## config.mk

```make
export PLATFORM = sky130hd
export DESIGN_NAME = frame_skip_throttle_controller
export DESIGN_NICKNAME = d
export VERILOG_FILES = /design/src/hdl/fstc_pkg.sv /design/src/hdl/fstc_mod_unit.sv /design/src/hdl/frame_skip_throttle_controller.sv
export SDC_FILE = /design/constraint.sdc
export NUM_CORES = 2
export LEC_CHECK = 0
export BUFFER_PORTS_ARGS = -buffer_cell sky130_fd_sc_hd__buf_2
export CAP_MARGIN = 20
export CORE_MARGIN = 4
export CORE_UTILIZATION = 58
export DETAILED_ROUTE_END_ITERATION = 6
export PLACE_DENSITY = 0.88
export SLEW_MARGIN = 20
export SYNTH_ARGS = -nofsm -noshare
export SYNTH_HDL_FRONTEND = slang
export SYNTH_SLANG_ARGS = --single-unit
export TNS_END_PERCENT = 10
```

## constraint.sdc

```tcl
create_clock -name clk -period 12.9 [get_ports clk]
set_clock_uncertainty 0.05 [all_clocks]
set_input_delay 2.58 -clock clk [delete_from_list [all_inputs] [get_ports clk]]
set_output_delay 2.58 -clock clk [all_outputs]
set_load 0.02 [all_outputs]
```

## src/hdl/fstc_pkg.sv

```systemverilog
// ----------------------------------------------------------------------------
// fstc_pkg
// Shared types and constants for the frame skip throttle controller.
// ----------------------------------------------------------------------------
package fstc_pkg;

    localparam logic [1:0] CMD_FRAME_TIME = 2'd0;
    localparam logic [1:0] CMD_THERMAL    = 2'd1;
    localparam logic [1:0] CMD_MEMORY     = 2'd2;
    localparam logic [1:0] CMD_GATE       = 2'd3;

    localparam logic [2:0] REG_GOOD_TIME   = 3'd0;
    localparam logic [2:0] REG_RECOVER_RUN = 3'd1;
    localparam logic [2:0] REG_MAX_SKIP    = 3'd2;
    localparam logic [2:0] REG_DEGRADE     = 3'd3;
    localparam logic [2:0] REG_RECOVER     = 3'd4;
    localparam logic [2:0] REG_MAX_BLOCKS  = 3'd5;
    localparam logic [2:0] REG_MIN_BLOCKS  = 3'd6;

    localparam logic [2:0] WL_GREEN    = 3'd0;
    localparam logic [2:0] WL_YELLOW   = 3'd1;
    localparam logic [2:0] WL_ORANGE   = 3'd2;
    localparam logic [2:0] WL_RED      = 3'd3;
    localparam logic [2:0] WL_CRITICAL = 3'd4;

    localparam logic [1:0] REASON_NONE    = 2'd0;
    localparam logic [1:0] REASON_THERMAL = 2'd1;
    localparam logic [1:0] REASON_MEMORY  = 2'd2;

    localparam logic [10:0] PRESSURE_SAT = 11'd1500;

    // request to the modulo unit
    typedef struct packed {
        logic        start;
        logic [63:0] dividend;
        logic [7:0]  divisor;
    } mod_req_t;

    typedef struct packed {
        logic       done;
        logic       nonzero;
    } mod_rsp_t;

endpackage

```

## src/hdl/fstc_mod_unit.sv

```systemverilog
// ----------------------------------------------------------------------------
// fstc_mod_unit
// Restoring bit-serial remainder of a counter by the skip interval.
// ----------------------------------------------------------------------------
module fstc_mod_unit #(
    parameter int SKIP_WIDTH        = 6,
    parameter int FRAME_COUNT_WIDTH = 32
) (
    input  logic              clk,
    input  logic              rst_n,
    input  fstc_pkg::mod_req_t req,
    output fstc_pkg::mod_rsp_t rsp
);
    localparam int CW = $clog2(FRAME_COUNT_WIDTH + 1);

    logic [FRAME_COUNT_WIDTH-1:0] num_reg;
    logic [SKIP_WIDTH-1:0]        div_reg;
    logic [SKIP_WIDTH:0]          rem_reg;
    logic [CW-1:0]                cnt_reg;
    logic                         busy_reg;
    logic                         done_reg;
    logic [SKIP_WIDTH:0]          shifted;
    logic [SKIP_WIDTH:0]          rem_next;

    always_comb
    begin
        shifted  = {rem_reg[SKIP_WIDTH-1:0], num_reg[FRAME_COUNT_WIDTH-1]};
        rem_next = (shifted >= {1'b0, div_reg}) ? shifted - {1'b0, div_reg} : shifted;
    end

    always_ff @(posedge clk or negedge rst_n)
    begin
        if (!rst_n)
        begin
            busy_reg <= 1'b0;
            done_reg <= 1'b0;
            cnt_reg  <= '0;
            num_reg  <= '0;
            div_reg  <= '0;
            rem_reg  <= '0;
        end
        else
        begin
            done_reg <= 1'b0;
            if (req.start)
            begin
                busy_reg <= 1'b1;
                num_reg  <= req.dividend[FRAME_COUNT_WIDTH-1:0];
                div_reg  <= req.divisor[SKIP_WIDTH-1:0];
                rem_reg  <= '0;
                cnt_reg  <= CW'(FRAME_COUNT_WIDTH);
            end
            else if (busy_reg)
            begin
                rem_reg <= rem_next;
                num_reg <= {num_reg[FRAME_COUNT_WIDTH-2:0], 1'b0};
                cnt_reg <= cnt_reg - 1'b1;
                if (cnt_reg == CW'(1))
                begin
                    busy_reg <= 1'b0;
                    done_reg <= 1'b1;
                end
            end
        end
    end

    assign rsp.done    = done_reg;
    assign rsp.nonzero = (rem_reg != '0);
endmodule

```

## src/hdl/frame_skip_throttle_controller.sv

```systemverilog
// ----------------------------------------------------------------------------
// frame_skip_throttle_controller
// Adaptive frame skip interval with thermal and memory throttling.
// ----------------------------------------------------------------------------
// Usage: one input channel (in_valid/in_stall) carries command beats; one
// output channel (out_valid/out_stall) returns one result beat per input.
// Configuration is written through cfg_we/cfg_index/cfg_data while idle.
// Frame-time, thermal and memory beats go from ST_IDLE to ST_EXEC to ST_OUT.
// Frame-gate beats with a skip interval above 1 also wait in ST_MOD for a
// bit-serial remainder of the frame counter by the skip interval.
// One beat is in flight at a time; in_stall is high from accept until the
// result leaves the output register. A stalled result holds its value and
// blocks the next input. Reset clears all state, returns the registers to
// their defaults, skip and ceiling to 1, water level green, cap 256.
// ----------------------------------------------------------------------------
module frame_skip_throttle_controller #(
    parameter int SKIP_WIDTH        = 6,
    parameter int FRAME_COUNT_WIDTH = 32
) (
    input  logic        clk,
    input  logic        rst_n,
    input  logic        cfg_we,
    input  logic [2:0]  cfg_index,
    input  logic [23:0] cfg_data,
    input  logic        in_valid,
    output logic        in_stall,
    input  logic [1:0]  command,
    input  logic [23:0] frame_time_us,
    input  logic [2:0]  thermal_level,
    input  logic [11:0] pressure_permille,
    input  logic [31:0] now_ms,
    output logic        out_valid,
    input  logic        out_stall,
    output logic [SKIP_WIDTH-1:0] skip_interval,
    output logic [SKIP_WIDTH-1:0] thermal_ceiling,
    output logic [2:0]  water_level,
    output logic [15:0] block_budget,
    output logic        frame_skipped,
    output logic [1:0]  skip_cause,
    output logic        change_applied
);
    localparam int SW = SKIP_WIDTH;
    localparam logic [SW-1:0] LIM = {SW{1'b1}};

    typedef enum logic [1:0] {ST_IDLE, ST_EXEC, ST_MOD, ST_OUT} state_t;

    state_t state_reg;
    logic [23:0] good_time_reg;
    logic [9:0]  recover_run_reg;
    logic [5:0]  max_skip_reg;
    logic [15:0] degrade_reg, recover_reg, max_blk_reg, min_blk_reg;
    logic [SW-1:0] skip_reg, ceil_reg;
    logic [9:0]  run_reg;
    logic [31:0] therm_time_reg, press_time_reg;
    logic [2:0]  wl_reg;
    logic [15:0] cap_reg;
    logic [FRAME_COUNT_WIDTH-1:0] fcnt_reg;

    logic [1:0]  cmd_reg;
    logic [23:0] ft_reg;
    logic [2:0]  tl_reg;
    logic [11:0] pp_reg;
    logic [31:0] now_reg;
    logic        skipped_reg, applied_reg;
    logic [1:0]  reason_reg;

    fstc_pkg::mod_req_t mreq;
    fstc_pkg::mod_rsp_t mrsp;

    fstc_mod_unit #(.SKIP_WIDTH(SW), .FRAME_COUNT_WIDTH(FRAME_COUNT_WIDTH)) u_mod (
        .clk(clk), .rst_n(rst_n), .req(mreq), .rsp(mrsp));

    function automatic logic [SW-1:0] clampw(input logic [7:0] v, input logic [SW-1:0] m);
        logic [SW-1:0] r;
        r = (v > 8'(m)) ? m : v[SW-1:0];
        return r;
    endfunction

    logic [SW-1:0] slim, mfloor, sdbl_c, s_ft, s_th, t_tgt, s_mem, wfloor;
    logic [7:0]    t_raw, smx;
    logic [8:0]    sdbl;
    logic [9:0]    run_inc;
    logic [31:0]   el_t, el_p;
    logic [32:0]   el_p2;
    logic          th_pass, m_blocked;
    logic [10:0]   psat;
    logic [2:0]    wtgt, wnew;
    logic [17:0]   mx4, mx3;
    logic [35:0]   rcp5;
    logic [15:0]   capv;

    always_comb
    begin
        smx  = {2'b00, max_skip_reg};
        if (smx == 8'd0)
            smx = 8'd1;
        slim = clampw(smx, LIM);
        case (wl_reg)
            fstc_pkg::WL_YELLOW:   mfloor = clampw(8'd2, slim);
            fstc_pkg::WL_ORANGE:   mfloor = clampw(8'd3, slim);
            fstc_pkg::WL_RED:      mfloor = clampw(8'd4, slim);
            fstc_pkg::WL_CRITICAL: mfloor = slim;
            default:               mfloor = SW'(1);
        endcase
        // frame time
        run_inc = (run_reg == 10'h3FF) ? run_reg : run_reg + 10'd1;
        sdbl    = 9'({skip_reg, 1'b0});
        sdbl_c  = clampw((sdbl > 9'd255) ? 8'hFF : sdbl[7:0],
                         (ceil_reg > slim) ? slim : ceil_reg);
        if (sdbl_c == '0)
            sdbl_c = SW'(1);
        if (ft_reg < good_time_reg)
            s_ft = (run_inc >= recover_run_reg && skip_reg > SW'(1))
                   ? skip_reg - SW'(1) : skip_reg;
        else
            s_ft = sdbl_c;
        if (s_ft < mfloor)
            s_ft = mfloor;
        // thermal
        case (tl_reg)
            3'd0:    t_raw = 8'd1;
            3'd1:    t_raw = 8'd2;
            3'd2:    t_raw = 8'd4;
            3'd3:    t_raw = 8'd12;
            default: t_raw = 8'd2;
        endcase
        t_tgt   = clampw(t_raw, slim);
        el_t    = now_reg - therm_time_reg;
        th_pass = (el_t >= {16'd0, (t_tgt > ceil_reg) ? degrade_reg : recover_reg});
        if (t_tgt > ceil_reg)
            s_th = (skip_reg < t_tgt) ? t_tgt : skip_reg;
        else
            s_th = (skip_reg > t_tgt) ? t_tgt : skip_reg;
        // memory
        psat = (pp_reg > {1'b0, fstc_pkg::PRESSURE_SAT}) ? fstc_pkg::PRESSURE_SAT : pp_reg[10:0];
        if (psat >= 11'd920)      wtgt = fstc_pkg::WL_CRITICAL;
        else if (psat >= 11'd850) wtgt = fstc_pkg::WL_RED;
        else if (psat >= 11'd750) wtgt = fstc_pkg::WL_ORANGE;
        else if (psat >= 11'd600) wtgt = fstc_pkg::WL_YELLOW;
        else                      wtgt = fstc_pkg::WL_GREEN;
        el_p  = now_reg - press_time_reg;
        el_p2 = {el_p, 1'b0};
        m_blocked = (wtgt > wl_reg) ? (el_p2 < {17'd0, degrade_reg})
                                    : (el_p < {16'd0, recover_reg});
        wnew = wtgt;
        mx4 = {max_blk_reg, 2'b00};
        mx3 = {1'b0, max_blk_reg, 1'b0} + {2'b00, max_blk_reg};
        // divide by 5 through a reciprocal multiply
        rcp5 = {18'd0, (wnew == fstc_pkg::WL_ORANGE) ? mx3 : mx4} * 36'd52429;
        case (wnew)
            fstc_pkg::WL_YELLOW:   capv = rcp5[33:18];
            fstc_pkg::WL_ORANGE:   capv = rcp5[33:18];
            fstc_pkg::WL_RED:      capv = max_blk_reg >> 1;
            fstc_pkg::WL_CRITICAL: capv = 16'(({16'd0, max_blk_reg} * 32'd43691) >> 17);
            default:               capv = max_blk_reg;
        endcase
        if (capv > max_blk_reg) capv = max_blk_reg;
        if (capv < min_blk_reg) capv = min_blk_reg;
        case (wnew)
            fstc_pkg::WL_YELLOW:   wfloor = clampw(8'd2, slim);
            fstc_pkg::WL_ORANGE:   wfloor = clampw(8'd3, slim);
            fstc_pkg::WL_RED:      wfloor = clampw(8'd4, slim);
            fstc_pkg::WL_CRITICAL: wfloor = slim;
            default:               wfloor = SW'(1);
        endcase
        s_mem = (skip_reg < wfloor) ? wfloor : skip_reg;
        s_mem = clampw(8'(s_mem), slim);
        mreq.start    = (state_reg == ST_EXEC) && (cmd_reg == fstc_pkg::CMD_GATE)
                        && (skip_reg > SW'(1));
        mreq.dividend = 64'(fcnt_reg);
        mreq.divisor  = 8'(skip_reg);
    end

    always_ff @(posedge clk or negedge rst_n)
    begin
        if (!rst_n)
        begin
            state_reg <= ST_IDLE;
            good_time_reg <= 24'd11000;  recover_run_reg <= 10'd30;
            max_skip_reg <= 6'd12;       degrade_reg <= 16'd2000;
            recover_reg <= 16'd5000;     max_blk_reg <= 16'd256;
            min_blk_reg <= 16'd32;
            skip_reg <= SW'(1);  ceil_reg <= SW'(1);  run_reg <= '0;
            therm_time_reg <= '0; press_time_reg <= '0;
            wl_reg <= fstc_pkg::WL_GREEN;
            cap_reg <= 16'd256;  fcnt_reg <= '0;
            cmd_reg <= fstc_pkg::CMD_FRAME_TIME; ft_reg <= '0;
            tl_reg <= '0; pp_reg <= '0; now_reg <= '0;
            skipped_reg <= 1'b0; reason_reg <= fstc_pkg::REASON_NONE; applied_reg <= 1'b0;
        end
        else
        begin
            if (cfg_we)
            begin
                case (cfg_index)
                    fstc_pkg::REG_GOOD_TIME:   good_time_reg   <= cfg_data;
                    fstc_pkg::REG_RECOVER_RUN: recover_run_reg <= cfg_data[9:0];
                    fstc_pkg::REG_MAX_SKIP:    max_skip_reg    <= cfg_data[5:0];
                    fstc_pkg::REG_DEGRADE:     degrade_reg     <= cfg_data[15:0];
                    fstc_pkg::REG_RECOVER:     recover_reg     <= cfg_data[15:0];
                    fstc_pkg::REG_MAX_BLOCKS:  max_blk_reg     <= cfg_data[15:0];
                    fstc_pkg::REG_MIN_BLOCKS:  min_blk_reg     <= cfg_data[15:0];
                    default: ;
                endcase
            end
            case (state_reg)
                ST_IDLE:
                begin
                    if (in_valid)
                    begin
                        cmd_reg <= command;  ft_reg <= frame_time_us;
                        tl_reg <= thermal_level; pp_reg <= pressure_permille;
                        now_reg <= now_ms;
                        state_reg <= ST_EXEC;
                    end
                end
                ST_EXEC:
                begin
                    skipped_reg <= 1'b0;
                    reason_reg  <= fstc_pkg::REASON_NONE;
                    applied_reg <= 1'b0;
                    state_reg   <= ST_OUT;
                    case (cmd_reg)
                        fstc_pkg::CMD_FRAME_TIME:
                        begin
                            skip_reg <= s_ft;
                            if (ft_reg < good_time_reg)
                                run_reg <= (run_inc >= recover_run_reg && skip_reg > SW'(1))
                                           ? 10'd0 : run_inc;
                            else
                                run_reg <= '0;
                        end
                        fstc_pkg::CMD_THERMAL:
                        begin
                            if (th_pass)
                            begin
                                ceil_reg <= t_tgt;
                                skip_reg <= (s_th < mfloor) ? mfloor : s_th;
                                therm_time_reg <= now_reg;
                                run_reg <= '0;
                                applied_reg <= 1'b1;
                            end
                        end
                        fstc_pkg::CMD_MEMORY:
                        begin
                            if (!(wtgt != wl_reg && m_blocked))
                            begin
                                if (wtgt != wl_reg)
                                begin
                                    wl_reg <= wtgt;
                                    press_time_reg <= now_reg;
                                    applied_reg <= 1'b1;
                                end
                                cap_reg  <= capv;
                                skip_reg <= s_mem;
                            end
                        end
                        default:
                        begin
                            fcnt_reg <= fcnt_reg + 1'b1;
                            if (skip_reg > SW'(1))
                                state_reg <= ST_MOD;
                        end
                    endcase
                end
                ST_MOD:
                begin
                    if (mrsp.done)
                    begin
                        if (mrsp.nonzero)
                        begin
                            skipped_reg <= 1'b1;
                            reason_reg  <= (wl_reg >= fstc_pkg::WL_ORANGE)
                                           ? fstc_pkg::REASON_MEMORY : fstc_pkg::REASON_THERMAL;
                        end
                        state_reg <= ST_OUT;
                    end
                end
                ST_OUT:
                begin
                    if (!out_stall)
                        state_reg <= ST_IDLE;
                end
                default: state_reg <= ST_IDLE;
            endcase
        end
    end

    assign in_stall        = (state_reg != ST_IDLE);
    assign out_valid       = (state_reg == ST_OUT);
    assign skip_interval   = skip_reg;
    assign thermal_ceiling = ceil_reg;
    assign water_level     = wl_reg;
    assign block_budget    = cap_reg;
    assign frame_skipped   = skipped_reg;
    assign skip_cause      = reason_reg;
    assign change_applied  = applied_reg;
endmodule
```

==> out/results.ini <==
[detailed_routing]
drt-pass1-iter-count = 6
dr_total_vias = 28410
drtIter0Drc = 2251
routed_wl_um = 92690
wl_per_cell_um = 19.68
via_per_inst = 6.033
drc = 0
detail-route-antenna-nets = 0

[timing]
finalSetupTns_ns = 0
max_freq_mhz = 79.55
relSlewSlack_pct = 24.93
hold_viol_final = 0
finalSetupViolCount = 0
finalCriticalPeriod_ns = 12.57
period_share_pct = 97.45
worst_slew_pin_slew_ns = 1.122
slew_viol_final = 0

[floorplanning]
fp.dieH_um = 254.3
rows = 90
coreArea_um2 = 60250
ios = 142
start_util_pct = 58.41
die_x_um = 254.3
die-area_um2 = 64680

[clock_tree]
cts_hold_buf = 0
cts_inserted_buffers = 39
clockRootBuffer = clkbuf_16
cts_buffer_depth = 3
worstSkewPairLatency_ns = 0.58
h-tree-depth = 2
cts.clk_slew.worst_paths_ns = 0.07
cts.sinks = 372
cts_tree = yes

[layout]
layout.cells.most_common_list = 565 x inv_1, 521 x ha_1, 341 x dfrtp_1, 299 x nand2_1, 250 x o21ai_0
layout_commonest_cell = inv_1
final_nets = 4702
syn2layout_area_growth_pct = 9.952
drive_above_1_share_pct = 15.15

[global_route]
grt_pass1_vias = 28630
grt_pass1_wl_um = 148100
grt_max_degree = 150
antenna_found_initial = 4
gr-total-overflow = 0
track_usage_pct = 28.38

[placement]
portBuffers = 140
place_hpwl_um = 70540
gp_congestion = 0.9970

[critical_path]
required_ns = 13.36
start_kind = flop
end_kind = flop
arrival_ns = 13.03
critPathLaunch = max_blk_reg[2]
critPathSlowestCell = fa_1
crit_path_max_fanout = 7
rr_startpoint = max_blk_reg[2]
critical-path-max-stage-delay_ns = 0.55
critical_path_class = flop to flop

[logic_synthesis]
synthesis.area_um2 = 35190
synth_cell_types = 107
yosysWarnings = 0
yosys.area.top_type_share_pct = 24.32
ys_seq_elements = 372
synth_edf_count = 0
ys_async_sr_fraction_pct = 100.0
syn_inst = 3735
netlist_top_cells_area = dfrtp_1 24%, ha_1 19%, fa_1 10%
synth.avg_cell_area_um2 = 9.422
synth_top_cell_by_area = dfrtp_1
yosysSeqAreaShare_pct = 26.56
synth_ff_type = dfrtp_1

[flow_run]
cap_violations = 0

[status]
status = finished clean

[min_path]
min_from = fcnt_reg[31]
min_path_type = flop to flop

cell usage after synthesis, drive strengths merged (11+ instances only):
library cell / count
a211oi: 38
o21bai: 20
o21ai: 264
nor2b: 27
and2: 16
o211ai: 13
and3: 26
mux2: 210
buf: 17
o22ai: 14
a31oi: 31
o31ai: 12
xor2: 41
a21oi: 183
inv: 565
nand2: 301
dfstp: 30
or4: 11
xnor2: 87
dfrtp: 342
ha: 527
nand2b: 23
fa: 178
a211o: 12
o21a: 29
nor2: 177
clkbuf: 84
nand3: 66
nand4: 40
a21o: 59
mux2i: 62
nor3: 48
timing repair:
item	in CTS	in global routing
resized for setup	8	32
hold endpoints to repair	0	0
endpoints found under the setup margin	16	16
buffers inserted	7	7
pin swaps	2	20
kinds of logic after synthesis:
logic type	Yosys count	share of synthesized area (%)
multiplexers	272	8.867
adder cells (fa/ha/maj)	705	28.86
flip-flops	372	26.56
other	2	0.02134
AND/OR/NAND/NOR	800	10.85
XOR/XNOR	128	3.186
AO/OA/AOI/OAI	788	14.25
buffers and inverters	668	7.406
layer usage:
| metal | share of wire [%] | up-vias | global-route usage, % |
|---|---|---|---|
| met5 | 0.042 | - | 0 |
| met4 | 4.9 | 6 | 12.74 |
| met3 | 7.3 | 325 | 4.569 |
| met2 | 48 | 1101 | 47.50 |
| met1 | 40 | 13740 | 36.57 |
| li1 | - | 13240 | - |
through the flow:
| step | setup WS (ns) | util, % | hold slack, ns | std cells | cell area (um2) |
|---|---|---|---|---|---|
| 3_3_place_gp | -0.1143 | 61.29 | 0.4092 | 4617 | 36920 |
| 6_report | 0.3288 | 64.23 | 0.4216 | 4709 | 38690 |
| 3_5_place_dp | -0.4387 | 61.29 | 0.4145 | 4617 | 36920 |
| 4_1_cts | 0.04191 | 63.75 | 0.4229 | 4694 | 38410 |
| 5_1_grt | -0.03793 | 64.21 | 0.4340 | 4704 | 38680 |
| 2_1_floorplan | 0.1668 | - | 0.3915 | 3737 | 35200 |
final cells by class:
class / count / area, um2
Fill cell: 4522 / 21550
Clock buffer: 52 / 1136
Inverter: 567 / 2128
Multi-Input combinational cell: 2697 / 23500
Timing Repair Buffer: 215 / 1323
Tap cell: 782 / 978.4
Antenna cell: 6 / 15.01
Sequential cell: 372 / 9348
Clock inverter: 18 / 265.3
critical path, delay by kind of cell, from the launching register on:
kind	cells	cell delay, ns
compound gates	27	5.23
fa+ha+maj	10	3.94
buf+inv	11	1.36
simple gates	6	0.86
mux	2	0.46
flops	1	0.42
xor+xnor	1	0.18
worst paths after layout:
kind / slack (ns) / depth (start not counted) / to
worst min-delay path: 0.42 / 1 / fcnt_reg[31]
worst max register to register: 0.33 / 57 / block_budget[14]
worst min register to register: 0.42 / 1 / fcnt_reg[31]
max in group asynchronous: 8.71 / 3 / therm_time_reg[19]
min in group asynchronous: 1.92 / 1 / u_mod.num_reg[29]
worst max-delay path: 0.33 / 57 / block_budget[14]
Power is left out: the tool's default activity adds up to more than one toggle a clock period on the data nets, which glitch-free logic cannot reach.
